**src/assert_macros.svh**
```systemverilog
// Assertion macros used by the top level of the timer slot bank
`ifndef ASSERT_MACROS_SVH
`define ASSERT_MACROS_SVH

// Same-cycle implication, sampled on clk, masked while in reset
`define TSB_ASSERT_NOW(label, ante, cons) \
    label: assert property (@(posedge clk) disable iff (!rst_n) (ante) |-> (cons)) \
        else $error("timer slot bank check failed");

// Next-cycle implication, sampled on clk, masked while in reset
`define TSB_ASSERT_NXT(label, ante, cons) \
    label: assert property (@(posedge clk) disable iff (!rst_n) (ante) |=> (cons)) \
        else $error("timer slot bank check failed");

`endif

```
**src/tsb_pkg.sv**
```systemverilog
// Types, codes and defaults for the timer slot bank
package tsb_pkg;

    // Defaults
    localparam int          SLOTS_DEF      = 16;
    localparam logic [31:0] MIN_PERIOD_RST = 32'd1000;
    localparam int          CMD_DEPTH      = 2;
    localparam int          RES_DEPTH      = 4;

    // Register index of min_period
    localparam logic        REG_MIN_PERIOD = 1'b0;

    // Opcodes
    localparam logic [2:0] OP_CREATE  = 3'd0;
    localparam logic [2:0] OP_CANCEL  = 3'd1;
    localparam logic [2:0] OP_POLL    = 3'd2;
    localparam logic [2:0] OP_DESTROY = 3'd3;
    localparam logic [2:0] OP_QUERY   = 3'd4;

    // Status codes
    localparam logic [1:0] ST_OK     = 2'd0;
    localparam logic [1:0] ST_INVAL  = 2'd1;
    localparam logic [1:0] ST_NOFREE = 2'd2;

    // Wait states
    localparam logic [1:0] WS_PENDING  = 2'd0;
    localparam logic [1:0] WS_FIRED    = 2'd1;
    localparam logic [1:0] WS_CANCELED = 2'd2;

    // Result kinds
    localparam logic KIND_REPLY  = 1'b0;
    localparam logic KIND_NOTIFY = 1'b1;

    // Classified command, front to back
    typedef struct packed {
        logic [2:0]  op;
        logic [5:0]  idx;
        logic [63:0] now;
        logic [63:0] dl_init;   // now + delay, saturated
        logic [63:0] per;
        logic        bad_per;   // nonzero period below minimum
    } cmd_t;

    // One result beat
    typedef struct packed {
        logic       kind;
        logic [1:0] status;
        logic [5:0] slot;
        logic [1:0] ws;
        logic       last;
    } res_t;

endpackage

```
**src/tsb_queue.sv**
```systemverilog
// Small register-based FIFO used for the command and result queues
module tsb_queue
    import tsb_pkg::*;
#(
    parameter int WIDTH = 8,
    parameter int DEPTH = 2
)
(
    input  logic             clk,
    input  logic             rst_n,
    input  logic             wr_en,
    input  logic [WIDTH-1:0] wr_data,
    input  logic             rd_en,
    output logic [WIDTH-1:0] rd_data,
    output logic             full,
    output logic             empty
);

    localparam int PTR_W = (DEPTH > 1) ? $clog2(DEPTH) : 1;
    localparam int CNT_W = $clog2(DEPTH + 1);

    logic [WIDTH-1:0] mem [DEPTH];
    logic [PTR_W-1:0] wr_ptr_reg, wr_ptr_next;
    logic [PTR_W-1:0] rd_ptr_reg, rd_ptr_next;
    logic [CNT_W-1:0] count_reg, count_next;
    logic             do_wr, do_rd;

    assign full    = (count_reg == CNT_W'(DEPTH));
    assign empty   = (count_reg == '0);
    assign do_wr   = wr_en && !full;
    assign do_rd   = rd_en && !empty;
    assign rd_data = mem[rd_ptr_reg];

    // Pointer and fill count update
    always_comb
    begin
        wr_ptr_next = wr_ptr_reg;
        rd_ptr_next = rd_ptr_reg;
        count_next  = count_reg;
        if (do_wr)
        begin
            wr_ptr_next = (wr_ptr_reg == PTR_W'(DEPTH - 1)) ? '0 : wr_ptr_reg + 1'b1;
        end
        if (do_rd)
        begin
            rd_ptr_next = (rd_ptr_reg == PTR_W'(DEPTH - 1)) ? '0 : rd_ptr_reg + 1'b1;
        end
        if (do_wr && !do_rd)
        begin
            count_next = count_reg + 1'b1;
        end
        else if (do_rd && !do_wr)
        begin
            count_next = count_reg - 1'b1;
        end
    end

    always_ff @(posedge clk or negedge rst_n)
    begin
        if (!rst_n)
        begin
            wr_ptr_reg <= '0;
            rd_ptr_reg <= '0;
            count_reg  <= '0;
        end
        else
        begin
            wr_ptr_reg <= wr_ptr_next;
            rd_ptr_reg <= rd_ptr_next;
            count_reg  <= count_next;
        end
    end

    // Storage, no reset
    always_ff @(posedge clk)
    begin
        if (do_wr)
        begin
            mem[wr_ptr_reg] <= wr_data;
        end
    end

endmodule

```
**src/tsb_front.sv**
```systemverilog
// Front end: takes input beats, works out the create deadline and period check
module tsb_front
    import tsb_pkg::*;
(
    input  logic        push,
    input  logic [2:0]  opcode,
    input  logic [5:0]  slot_index,
    input  logic [63:0] now_time,
    input  logic [63:0] delay_ticks,
    input  logic [63:0] period_ticks,
    input  logic [31:0] min_period,
    input  logic        cmd_full,
    output logic        cmd_push,
    output cmd_t        cmd
);

    logic [64:0] dl_sum;

    // Saturating now + delay
    assign dl_sum = {1'b0, now_time} + {1'b0, delay_ticks};

    always_comb
    begin
        cmd.op      = opcode;
        cmd.idx     = slot_index;
        cmd.now     = now_time;
        cmd.dl_init = dl_sum[64] ? '1 : dl_sum[63:0];
        cmd.per     = period_ticks;
        cmd.bad_per = (period_ticks != '0) && (period_ticks < {32'd0, min_period});
    end

    assign cmd_push = push && !cmd_full;

endmodule

```
**src/tsb_back.sv**
```systemverilog
// Back end: slot state, walks the slots for poll and create, emits result beats
module tsb_back
    import tsb_pkg::*;
#(
    parameter int SLOTS = SLOTS_DEF
)
(
    input  logic clk,
    input  logic rst_n,
    input  cmd_t cmd,
    input  logic cmd_empty,
    output logic cmd_pop,
    input  logic res_full,
    output logic res_push,
    output res_t res
);

    localparam int IDX_W = (SLOTS > 1) ? $clog2(SLOTS) : 1;

    localparam logic [1:0] S_IDLE   = 2'd0;
    localparam logic [1:0] S_POLL   = 2'd1;
    localparam logic [1:0] S_REPLY  = 2'd2;
    localparam logic [1:0] S_CREATE = 2'd3;

    logic [1:0]       state_reg, state_next;
    logic [IDX_W-1:0] cnt_reg, cnt_next;
    logic [SLOTS-1:0] used_reg, used_next;
    logic [SLOTS-1:0] canc_reg, canc_next;
    logic [SLOTS-1:0] fired_reg, fired_next;
    logic [63:0]      deadline_mem [SLOTS];
    logic [63:0]      period_mem [SLOTS];

    logic             dl_we, per_we;
    logic [IDX_W-1:0] wr_idx;
    logic [63:0]      dl_wdata;

    logic [IDX_W-1:0] idx_l;
    logic             slot_ok;
    logic             last_slot;
    logic [63:0]      cur_dl, cur_per, diff;
    logic [64:0]      reload;
    logic             due;

    assign idx_l     = cmd.idx[IDX_W-1:0];
    assign slot_ok   = (cmd.idx < 6'(SLOTS)) && used_reg[idx_l];
    assign last_slot = (cnt_reg == IDX_W'(SLOTS - 1));

    // Slot under the walk pointer: expiry test and saturating reload
    assign cur_dl  = deadline_mem[cnt_reg];
    assign cur_per = period_mem[cnt_reg];
    assign diff    = cmd.now - cur_dl;
    assign due     = !diff[63];
    assign reload  = {1'b0, cur_dl} + {1'b0, cur_per};

    // Sequencer
    always_comb
    begin
        state_next = state_reg;
        cnt_next   = cnt_reg;
        used_next  = used_reg;
        canc_next  = canc_reg;
        fired_next = fired_reg;
        cmd_pop    = 1'b0;
        res_push   = 1'b0;
        res        = '0;
        res.last   = 1'b1;
        dl_we      = 1'b0;
        per_we     = 1'b0;
        wr_idx     = cnt_reg;
        dl_wdata   = cmd.dl_init;

        case (state_reg)
            S_IDLE:
            begin
                if (!cmd_empty && !res_full)
                begin
                    case (cmd.op)
                        OP_CREATE:
                        begin
                            if (cmd.bad_per)
                            begin
                                res_push   = 1'b1;
                                res.status = ST_INVAL;
                                cmd_pop    = 1'b1;
                            end
                            else
                            begin
                                cnt_next   = '0;
                                state_next = S_CREATE;
                            end
                        end
                        OP_POLL:
                        begin
                            cnt_next   = '0;
                            state_next = S_POLL;
                        end
                        OP_CANCEL, OP_DESTROY, OP_QUERY:
                        begin
                            res_push = 1'b1;
                            cmd_pop  = 1'b1;
                            res.slot = cmd.idx;
                            if (!slot_ok)
                            begin
                                res.status = ST_INVAL;
                            end
                            else if (cmd.op == OP_CANCEL)
                            begin
                                canc_next[idx_l] = 1'b1;
                            end
                            else if (cmd.op == OP_DESTROY)
                            begin
                                used_next[idx_l]  = 1'b0;
                                canc_next[idx_l]  = 1'b0;
                                fired_next[idx_l] = 1'b0;
                            end
                            else
                            begin
                                res.ws = canc_reg[idx_l]  ? WS_CANCELED :
                                         fired_reg[idx_l] ? WS_FIRED : WS_PENDING;
                            end
                        end
                        default:
                        begin
                            res_push   = 1'b1;
                            res.status = ST_INVAL;
                            cmd_pop    = 1'b1;
                        end
                    endcase
                end
            end

            // One slot a cycle while the result queue has room; notify in slot order
            S_POLL:
            begin
                if (!res_full)
                begin
                    if (used_reg[cnt_reg] && !canc_reg[cnt_reg] && due)
                    begin
                        fired_next[cnt_reg] = 1'b1;
                        dl_we    = (cur_per != '0);
                        dl_wdata = reload[64] ? '1 : reload[63:0];
                        res_push = 1'b1;
                        res.kind = KIND_NOTIFY;
                        res.slot = 6'(cnt_reg);
                        res.ws   = WS_FIRED;
                        res.last = 1'b0;
                    end
                    if (last_slot)
                    begin
                        state_next = S_REPLY;
                    end
                    else
                    begin
                        cnt_next = cnt_reg + 1'b1;
                    end
                end
            end

            // Closing reply of a poll
            S_REPLY:
            begin
                if (!res_full)
                begin
                    res_push   = 1'b1;
                    cmd_pop    = 1'b1;
                    state_next = S_IDLE;
                end
            end

            // Search for the lowest free slot
            S_CREATE:
            begin
                if (!res_full)
                begin
                    if (!used_reg[cnt_reg])
                    begin
                        used_next[cnt_reg]  = 1'b1;
                        canc_next[cnt_reg]  = 1'b0;
                        fired_next[cnt_reg] = 1'b0;
                        dl_we      = 1'b1;
                        per_we     = 1'b1;
                        res_push   = 1'b1;
                        res.slot   = 6'(cnt_reg);
                        cmd_pop    = 1'b1;
                        state_next = S_IDLE;
                    end
                    else if (last_slot)
                    begin
                        res_push   = 1'b1;
                        res.status = ST_NOFREE;
                        cmd_pop    = 1'b1;
                        state_next = S_IDLE;
                    end
                    else
                    begin
                        cnt_next = cnt_reg + 1'b1;
                    end
                end
            end

            default:
            begin
                state_next = S_IDLE;
            end
        endcase
    end

    always_ff @(posedge clk or negedge rst_n)
    begin
        if (!rst_n)
        begin
            state_reg <= S_IDLE;
            cnt_reg   <= '0;
            used_reg  <= '0;
            canc_reg  <= '0;
            fired_reg <= '0;
        end
        else
        begin
            state_reg <= state_next;
            cnt_reg   <= cnt_next;
            used_reg  <= used_next;
            canc_reg  <= canc_next;
            fired_reg <= fired_next;
        end
    end

    // Deadline and period storage, written only at create and reload
    always_ff @(posedge clk)
    begin
        if (dl_we)
        begin
            deadline_mem[wr_idx] <= dl_wdata;
        end
        if (per_we)
        begin
            period_mem[wr_idx] <= cmd.per;
        end
    end

endmodule

```
**src/timer_slot_bank_top.sv**
```systemverilog
// Top level of the timer slot bank: APB register, queues, front and back ends
//
// Usage: a bank of timer slots driven by one opcode per input beat.
// Input channel: present a beat and raise push; it is taken on a rising edge
// with push high and full low. Results come out as a queue: while empty is
// low the oldest result beat sits on the result ports, and pop on a rising
// edge takes it. Each input gives one reply beat marked last_of_run; poll
// puts its expiry notifications first, in slot order.
// An accepted item is registered in the command queue before the back end
// sees it. Cancel, destroy, query and a refused create are answered from the
// idle state. Create leaves the idle state, then walks to the lowest free
// slot; poll checks each slot in turn, then sends its reply. The back end
// finishes one item before it takes the next.
// The command queue holds two items, the result queue four beats. When the
// receiver stalls the back end waits on a full result queue and the input
// shows full once the command queue fills; nothing is dropped.
// Reset clears all slots, both queues and sets min_period to 1000.
// min_period sits at APB address 0; write it only while the block is idle.
module timer_slot_bank_top
    import tsb_pkg::*;
#(
    parameter int SLOTS = SLOTS_DEF
)
(
    input  logic        clk,
    input  logic        rst_n,
    // APB configuration port
    input  logic        psel,
    input  logic        penable,
    input  logic        pwrite,
    input  logic [2:0]  paddr,
    input  logic [31:0] pwdata,
    output logic [31:0] prdata,
    output logic        pready,
    // Input channel
    input  logic        push,
    output logic        full,
    input  logic [2:0]  opcode,
    input  logic [5:0]  slot_index,
    input  logic [63:0] now_time,
    input  logic [63:0] delay_ticks,
    input  logic [63:0] period_ticks,
    // Result channel
    output logic        empty,
    input  logic        pop,
    output logic        result_kind,
    output logic [1:0]  status,
    output logic [5:0]  result_slot,
    output logic [1:0]  wait_state,
    output logic        last_of_run
);

`include "assert_macros.svh"

    localparam int CMD_W = $bits(cmd_t);
    localparam int RES_W = $bits(res_t);

    logic [31:0] min_period_reg;
    logic        cfg_wr;

    cmd_t cmd_in, cmd_head;
    logic cmd_push, cmd_pop, cmd_full, cmd_empty;
    res_t res_in, res_head;
    logic res_push, res_full;

    // Configuration register
    assign pready = 1'b1;
    assign cfg_wr = psel && penable && pwrite && pready && (paddr[2] == REG_MIN_PERIOD);
    assign prdata = (paddr[2] == REG_MIN_PERIOD) ? min_period_reg : '0;

    always_ff @(posedge clk or negedge rst_n)
    begin
        if (!rst_n)
        begin
            min_period_reg <= MIN_PERIOD_RST;
        end
        else if (cfg_wr)
        begin
            min_period_reg <= pwdata;
        end
    end

    // Front end
    tsb_front u_front (
        .push         (push),
        .opcode       (opcode),
        .slot_index   (slot_index),
        .now_time     (now_time),
        .delay_ticks  (delay_ticks),
        .period_ticks (period_ticks),
        .min_period   (min_period_reg),
        .cmd_full     (cmd_full),
        .cmd_push     (cmd_push),
        .cmd          (cmd_in)
    );

    assign full = cmd_full;

    // Command queue between the front and back ends
    tsb_queue #(
        .WIDTH (CMD_W),
        .DEPTH (CMD_DEPTH)
    ) u_cmd_q (
        .clk     (clk),
        .rst_n   (rst_n),
        .wr_en   (cmd_push),
        .wr_data (cmd_in),
        .rd_en   (cmd_pop),
        .rd_data (cmd_head),
        .full    (cmd_full),
        .empty   (cmd_empty)
    );

    // Back end
    tsb_back #(
        .SLOTS (SLOTS)
    ) u_back (
        .clk       (clk),
        .rst_n     (rst_n),
        .cmd       (cmd_head),
        .cmd_empty (cmd_empty),
        .cmd_pop   (cmd_pop),
        .res_full  (res_full),
        .res_push  (res_push),
        .res       (res_in)
    );

    // Result queue
    tsb_queue #(
        .WIDTH (RES_W),
        .DEPTH (RES_DEPTH)
    ) u_res_q (
        .clk     (clk),
        .rst_n   (rst_n),
        .wr_en   (res_push),
        .wr_data (res_in),
        .rd_en   (pop),
        .rd_data (res_head),
        .full    (res_full),
        .empty   (empty)
    );

    assign result_kind = res_head.kind;
    assign status      = res_head.status;
    assign result_slot = res_head.slot;
    assign wait_state  = res_head.ws;
    assign last_of_run = res_head.last;

    // Checks
    `TSB_ASSERT_NOW(a_no_push_full, res_push, !res_full)
    `TSB_ASSERT_NOW(a_pop_has_cmd, cmd_pop, !cmd_empty && res_push)
    `TSB_ASSERT_NOW(a_notify_not_last, res_push && (res_in.kind == KIND_NOTIFY),
                    !res_in.last && (res_in.status == ST_OK))

endmodule

```
**config.mk**
```make
export PLATFORM = sky130hd
export DESIGN_NAME = timer_slot_bank_top
export DESIGN_NICKNAME = d
export VERILOG_FILES = /design/src/tsb_pkg.sv /design/src/tsb_queue.sv /design/src/tsb_front.sv /design/src/tsb_back.sv /design/src/timer_slot_bank_top.sv
export VERILOG_INCLUDE_DIRS = /design/src /design/src/src
export SDC_FILE = /design/constraint.sdc
export NUM_CORES = 2
export LEC_CHECK = 0
export ABC_AREA = 1
export BUFFER_PORTS_ARGS = -buffer_cell sky130_fd_sc_hd__buf_2
export CORE_ASPECT_RATIO = 0.75
export CORE_MARGIN = 2
export CORE_UTILIZATION = 40
export CTS_BUF_LIST = sky130_fd_sc_hd__clkbuf_16
export DETAILED_ROUTE_END_ITERATION = 10
export GPL_ROUTABILITY_DRIVEN = 0
export PLACE_DENSITY = 0.64
export SLEW_MARGIN = 20
export SYNTH_ARGS = -nofsm -noshare
export SYNTH_HDL_FRONTEND = slang
export SYNTH_SLANG_ARGS = --single-unit
```
**constraint.sdc**
```tcl
create_clock -name clk -period 9.85 [get_ports clk]
set_input_delay 0 -clock clk [delete_from_list [all_inputs] [get_ports clk]]
set_output_delay 0 -clock clk [all_outputs]
set_load 0.03 [all_outputs]
```
# --- Word level (Yosys, flattened, before mapping) ---
# Memory sizes are Yosys's and may differ from the RTL's.
# Cells that the tools add are included.
totals:
  mem_bits_rw: 2500
  elab_cells: 236
  mem_count: 4
  register_bits: 97
  output_inout_bits: 47
classes:
  n_addsub: 12
  mux: 118
  eq_ne: 28
  order_cmp: 6
  n_reduce_logical: 45
  bitwise: 11
memory_table:
  columns: ["name", "depth", "width", "read_ports", "rd_ports_with_merged_regs", "write_ports", "line", "rtl"]
  rows:
  - ["u_back.deadline_mem", 16, 64, 1, 0, 1, "tsb_back.sv:30", "logic [63:0] deadline_mem [SLOTS];"]
  - ["u_back.period_mem", 16, 64, 1, 0, 1, "tsb_back.sv:31", "logic [63:0] period_mem [SLOTS];"]
  - ["u_cmd_q.mem", 2, 202, 1, 0, 1, "tsb_queue.sv:22", "logic [WIDTH-1:0] mem [DEPTH];"]
  - ["u_res_q.mem", 4, 12, 1, 0, 1, "tsb_queue.sv:22", null]
ops:
  columns: ["op", "n"]
  rows:
  - ["$mux W16", 23]
  - ["$mux W64", 5]
  - ["$add A64 B64 Y65", 2]
  - ["$reduce_bool A64 Y1", 2]
  - ["$and A16 B16 Y16", 5]
  - ["$lt A64 B32 Y1", 1]
  - ["$pmux W16 S2", 2]
  - ["$sub A64 B64 Y64", 1]
  - ["$or A16 B16 Y16", 3]
  - ["$pmux W16 S3", 1]
  - ["$mux W2", 18]
  - ["$mux W1", 35]
  - ["$mux W32", 1]
  - ["$not A16 Y16", 2]
  - ["$mux W4", 7]
  - ["$bmux W1 S4", 5]
  - ["$logic_and A1 B1 Y1", 19]
  - ["$pmux W6 S3", 1]
  - ["$mux W8", 2]
  - ["$reduce_and A8 Y1", 2]
  - ["$reduce_and A7 Y1", 2]
  - ["$ne A2 B1 Y1 const B", 6]
  - ["$ne A2 B2 Y1 const B", 6]
  - ["$pmux W2 S2", 3]
  - ["37 further kinds", 66]

# --- Logic depth before layout (Yosys ltp) ---
depth:
  depth_word: 13
  depth_mapped: 39

# --- By module ---
# Synthesis repeated with hierarchy kept, for this count alone.
unflattened:
  cells_unflattened: 10849
  area_unflattened_um2: 117013.5
by_module_without_submodules:
  columns: ["mod", "seq_area_each_um2", "instances", "area_per_inst_um2", "cells_per_inst"]
  rows:
  - ["tsb_back", 62850.3, 1, 89535.9, 7654]
  - ["tsb_queue (u_cmd_q)", 12231.7, 1, 14991.9, 1087]
  - ["tsb_front", 0.0, 1, 8493.1, 1695]
  - ["tsb_queue (u_res_q)", 1616.6, 1, 2398.6, 201]
  - ["timer_slot_bank_top", 808.3, 1, 1594.0, 212]

# --- Least setup slack after synthesis ---
# Ideal clock, no wire load.
synth_timing:
  path_kind: "register -> register"
  from: "reg u_cmd_q.count_reg[1]"
  to: "mem u_cmd_q.mem[1][0] (netlist name), enable pin"
  t_arrival_ns: 8.986
  slack_ns: 0.095
  path_stages_with_launch: 4
  period_less_slack_ns: 9.755
  n_path_buf: 0
  required_time_ns: 9.080
  cell_sequence: "dfrtp_1 inv_1 o21ai_0 nor2_1"
synth_via:
  elab_chain_len: 6
synth_rtl:
  columns: ["element", "line", "rtl"]
  rows:
  - ["from (decl)", "tsb_queue.sv:25", "logic [CNT_W-1:0] count_reg, count_next;"]
  - ["from (signal assigned)", "tsb_queue.sv:70", "count_reg <= count_next;"]
  - ["$eq A2 B2 Y1 (*)", "tsb_queue.sv:28", "assign full = (count_reg == CNT_W'(DEPTH));"]
  - ["$logic_not A1 Y1 (*)", "tsb_queue.sv:30, tsb_front.sv:32", null]
  - ["$logic_and A1 B1 Y1", "tsb_front.sv:32", "assign cmd_push = push && !cmd_full;"]
  - ["$logic_and A1 B1 Y1 (*)", "tsb_queue.sv:30", "assign do_wr = wr_en && !full;"]
  - ["$mux W1 (*)", "tsb_queue.sv:77", "if (do_wr)"]
  - ["$mux W1 (implied by the code) (*)", "tsb_queue.sv:79", "mem[wr_ptr_reg] <= wr_data;"]
  - ["to (decl)", "tsb_queue.sv:22", null]
# Mark *: on every way between the ends. The rest lies on a longest branch, timed or not.

# --- Final worst setup path ---
layout_timing:
  from: "reg u_back.cnt_reg[1]"
  to: "mem u_back.deadline_mem[5][13], data pin"
layout_via:
  elab_chain_len: 8
  elab_cells_between_ends: 16
  classes_between: "2 x add/sub; 8 x mux; 4 x reduce/logical; 2 x memory"
layout_rtl:
  columns: ["element", "line", "rtl"]
  rows:
  - ["from (decl)", "tsb_back.sv:26", "logic [IDX_W-1:0] cnt_reg, cnt_next;"]
  - ["from (signal assigned)", "tsb_back.sv:221", "cnt_reg <= cnt_next;"]
  - ["branches (longest 5 deep; another with $mem_v2 Z16 W64)", null, null]
  - ["$mux W64 (*)", "tsb_back.sv:137", "if (used_reg[cnt_reg] && !canc_reg[cnt_reg] && due)"]
  - ["$mux W64 (*)", "tsb_back.sv:135", "if (!res_full)"]
  - ["$mux W64 (*)", "tsb_back.sv:72", "case (state_reg)"]
  - ["named net u_back.dl_wdata[13]", "tsb_back.sv:35", "logic [63:0] dl_wdata;"]
  - ["to (decl)", "tsb_back.sv:30", null]
# Mark *: on every way through the listed nets, which the timed path passes. The select of a mux whose other input is x is not followed.

==> results by group <==
Outcome
  • Status: finished clean

STA
  • Final worst path period share: 79.5%
  • Final Max Tran Viols: 0
  • Max Fclk: 128 MHz
  • RSZ-0062 raised after global routing: no
  • Setup WS post-layout: 2.02 ns
  • Hold Violations, Final: 0
  • Setup TNS: 0 ns
  • Slew HR: 20.1%
  • Final Skew: 0.0952 ns
  • Fin crit period: 7.83 ns
  • # setup viols final: 0
  • Worst slew pin tran: 1.20 ns

CTS
  • Clock Path Buffers: 4
  • CTS tree: built
  • Clock transition at path regs: 0.06 ns
  • Root Driver: clkbuf_16
  • Htree depth: 5
  • TritonCTS Buffers: 267
  • Clock latency at the later pin of the worst-skew pair: 0.86 ns
  • # clock sinks: 2597

Logic synthesis
  • Post-Syn Area per Cell: 11.5 sq um
  • Ys async rst share: 3.74%
  • Synth unique cells: 63
  • Post-synth top area share: 66.7%
  • Ranking of synthesized cells by area: edfxtp_1 67%, o21ai_0 5.6%, nor2_1 5.2%
  • Most common cell in the netlist: edfxtp_1
  • Yosys reg bits: 2597
  • Cell accounting for the most synthesized area: edfxtp_1
  • Gate Count Post-Synth: 9740
  • Main synth FF type: edfxtp_1
  • Most frequent cells after synthesis: 2500 x edfxtp_1, 1567 x nor2_1, 1364 x nand2_1
  • Area of the mapped netlist: 112000 sq um
  • Seq/Total Area, Yosys: 68.9%
  • Ys Warns: 0
  • Syn_nets: 10200
  • Number of enable flip-flop cells after synthesis: 2500

Placed design
  • Pre-CTS WS: 2.26 ns
  • Inst Count DP: 13400
  • Dpl hpwl: 211 mm
  • PortBufs: 286

Detailed routing
  • Top layer in use: met5
  • Routed len/inst: 24.9 microns
  • Final WL: 357 mm
  • Via Count: 82800
  • Met1 Wirelength: 148 mm
  • Via density: 5.78
  • DR pass1 iterations: 6
  • Detail Route met2 WL: 150 mm
  • Drc violations: 0
  • Detailed Route Iter0 Violations: 12000
  • Post-DRT Antenna Nets: 0
  • Wire length on met3: 44.6 mm

Die
  • Die width: 616 microns
  • Initial Util: 40.2%
  • Core area: 280000 sq um
  • Die H: 463 microns
  • Row Count: 168
  • IO Pins: 290
  • Die area: 286000 sq um

Critical path
  • CP required: 10.30 ns
  • Crit path depth: 21
  • Crit path kind: reg -> reg
  • Crit path max-delay family: simple AND/OR/NAND/NOR gates
  • Kind of end point of the critical path: flop
  • Startpoint types: flop
  • CP Data Arrival Time: 8.28 ns
  • Cell mode on critical path: nand2_1
  • CP bufs+invs: 6
  • Slowest stage delay, CP: 0.91 ns
  • CP cell instances: clkinv_8, buf_4, o21ai_0, o22ai_1, nand2_1, nand4_1, inv_1, ha_1, nand4_1, nor3_1, nor4b_1, and3_1, nand2_1, nand2_1, nand2_1, nand4_1, buf_4, buf_4, o21ai_1, nand2_1, inv_1
  • Worst-path maximum fanout: 158
  • Critical path's slowest cell: dfrtp_4
  • Worst R2R Path Depth: 21

GRT
  • GRT Total Usage: 24.2%
  • Initial antenna violation count: 12
  • Vias in the first global route: 77700
  • Total grt overflow: 0
  • Largest net degree at the start of global routing: 237
  • First-pass GRT wire length: 516 mm

Cells and area
  • Fin util: 47.0%
  • Area of the multi-input gates: 31300 sq um
  • Layout Nets: 10900
  • Synthesis-to-layout area growth: 16.9%
  • Register area: 77500 sq um
  • Largest registers: u_back.deadline_mem (1024), u_back.period_mem (1024), u_cmd_q.mem (404)
  • Final Non-Filler Cells: 14300
  • # fillers: 24300
  • Layout cell share with drive strength beyond 1: 8.61%

Power
  • Pwr Total: 39.3 mW
  • VDD IR max: 0.000243 V
  • Pwr dens: 299 nW/um^2
  • P_leak: 46.6 nW

Worst hold path
  • WHS Path Cells: 2
  • Hold Crit Class: in -> reg

Job
  • Max-Cap Viols: 0
routing by layer:
layer / global-route usage (%) / vias up
met2: 34.9 / 5203
met1: 35.4 / 40500
met5: 0 / -
li1: - / 36400
met4: 8.97 / 8
met3: 5.64 / 731
cells in the final DEF (no fill, tap or decap), types with 10 or more instances in the layout:
cell	instances
nand2_1	1364
a21o_1	14
clkinv_1	61
nand3_1	132
o21ai_0	1250
edfxtp_1	2500
nor2_1	1527
bufinv_16	17
a211oi_1	10
inv_1	553
buf_4	93
o21ai_1	60
o221ai_1	10
o22ai_1	540
buf_12	47
xor2_1	58
or2_2	21
xnor2_1	30
nor3_1	40
dfrtp_1	88
clkinvlp_4	10
dlygate4sd3_1	459
a21boi_0	15
a21oi_1	305
buf_2	285
nor4_1	42
o21ai_2	24
clkinv_2	35
ha_1	237
nor2_4	37
o21a_1	74
nand4_1	178
a31oi_1	53
clkbuf_16	274
where the power goes:
part	leakage, nW	internal, mW	total, mW	switching, mW
sequential	23.7	14.6	14.9	0.279
combinational	18.7	3.63	14.6	11.0
clock	4.24	5.51	9.75	4.24
total	46.6	23.8	39.3	15.5
path summary, 6_finish.rpt:
path	start	end	slack (ns)
worst max-delay path	u_back.cnt_reg[1]	u_back.deadline_mem[5][13]	2.02
max in group asynchronous	rst_n	min_period_reg[21]	8.55
min in group asynchronous	rst_n	u_res_q.count_reg[2]	0.35
worst min register to register	u_cmd_q.count_reg[0]	u_cmd_q.count_reg[0]	0.52
worst min-delay path	slot_index[4]	u_cmd_q.mem[0][197]	0.02
worst max register to register	u_back.cnt_reg[1]	u_back.deadline_mem[5][13]	2.02
area by class of cell:
cell class | instances | area share (%)
sequential | 2597 | 59.0
multi-input combinational | 6122 | 23.8
timing repair buffer | 886 | 5.87
clock buffer | 274 | 5.22
tap | 3740 | 3.56
inverter | 513 | 1.50
clock inverter | 194 | 1.09
antenna | 6 | 0.0114
cell families (layout without fill, tap and decap cells):
kind of cell | count (synthesis) | after routing | share of synthesized area [%]
simple gates | 3364 | 3364 | 12.0
flops | 2597 | 2597 | 68.9
compound gates | 2413 | 2413 | 12.0
buf+inv | 1021 | 1867 | 3.58
fa+ha+maj | 240 | 240 | 2.69
xor+xnor | 88 | 88 | 0.685
mux | 16 | 16 | 0.150
other cells | 1 | 7 | 0.00333
through the flow:
stage | hold slack [ns] | instance area [sq um]
final | 0.0229 | 131000
after global routing | 0.0164 | 131000
after CTS | 0.000875 | 131000
after detailed placement | 0.0424 | 118000
after global placement | 0.0396 | 118000
after floorplan | -0.296 | 112000
what timing repair did:
item                                   CTS  global route
endpoints found under the hold margin  500             0
hold buffers                           460             0
resized for setup                        0             0
buffers inserted                         0             0
(Power assumes the default switching activity.)
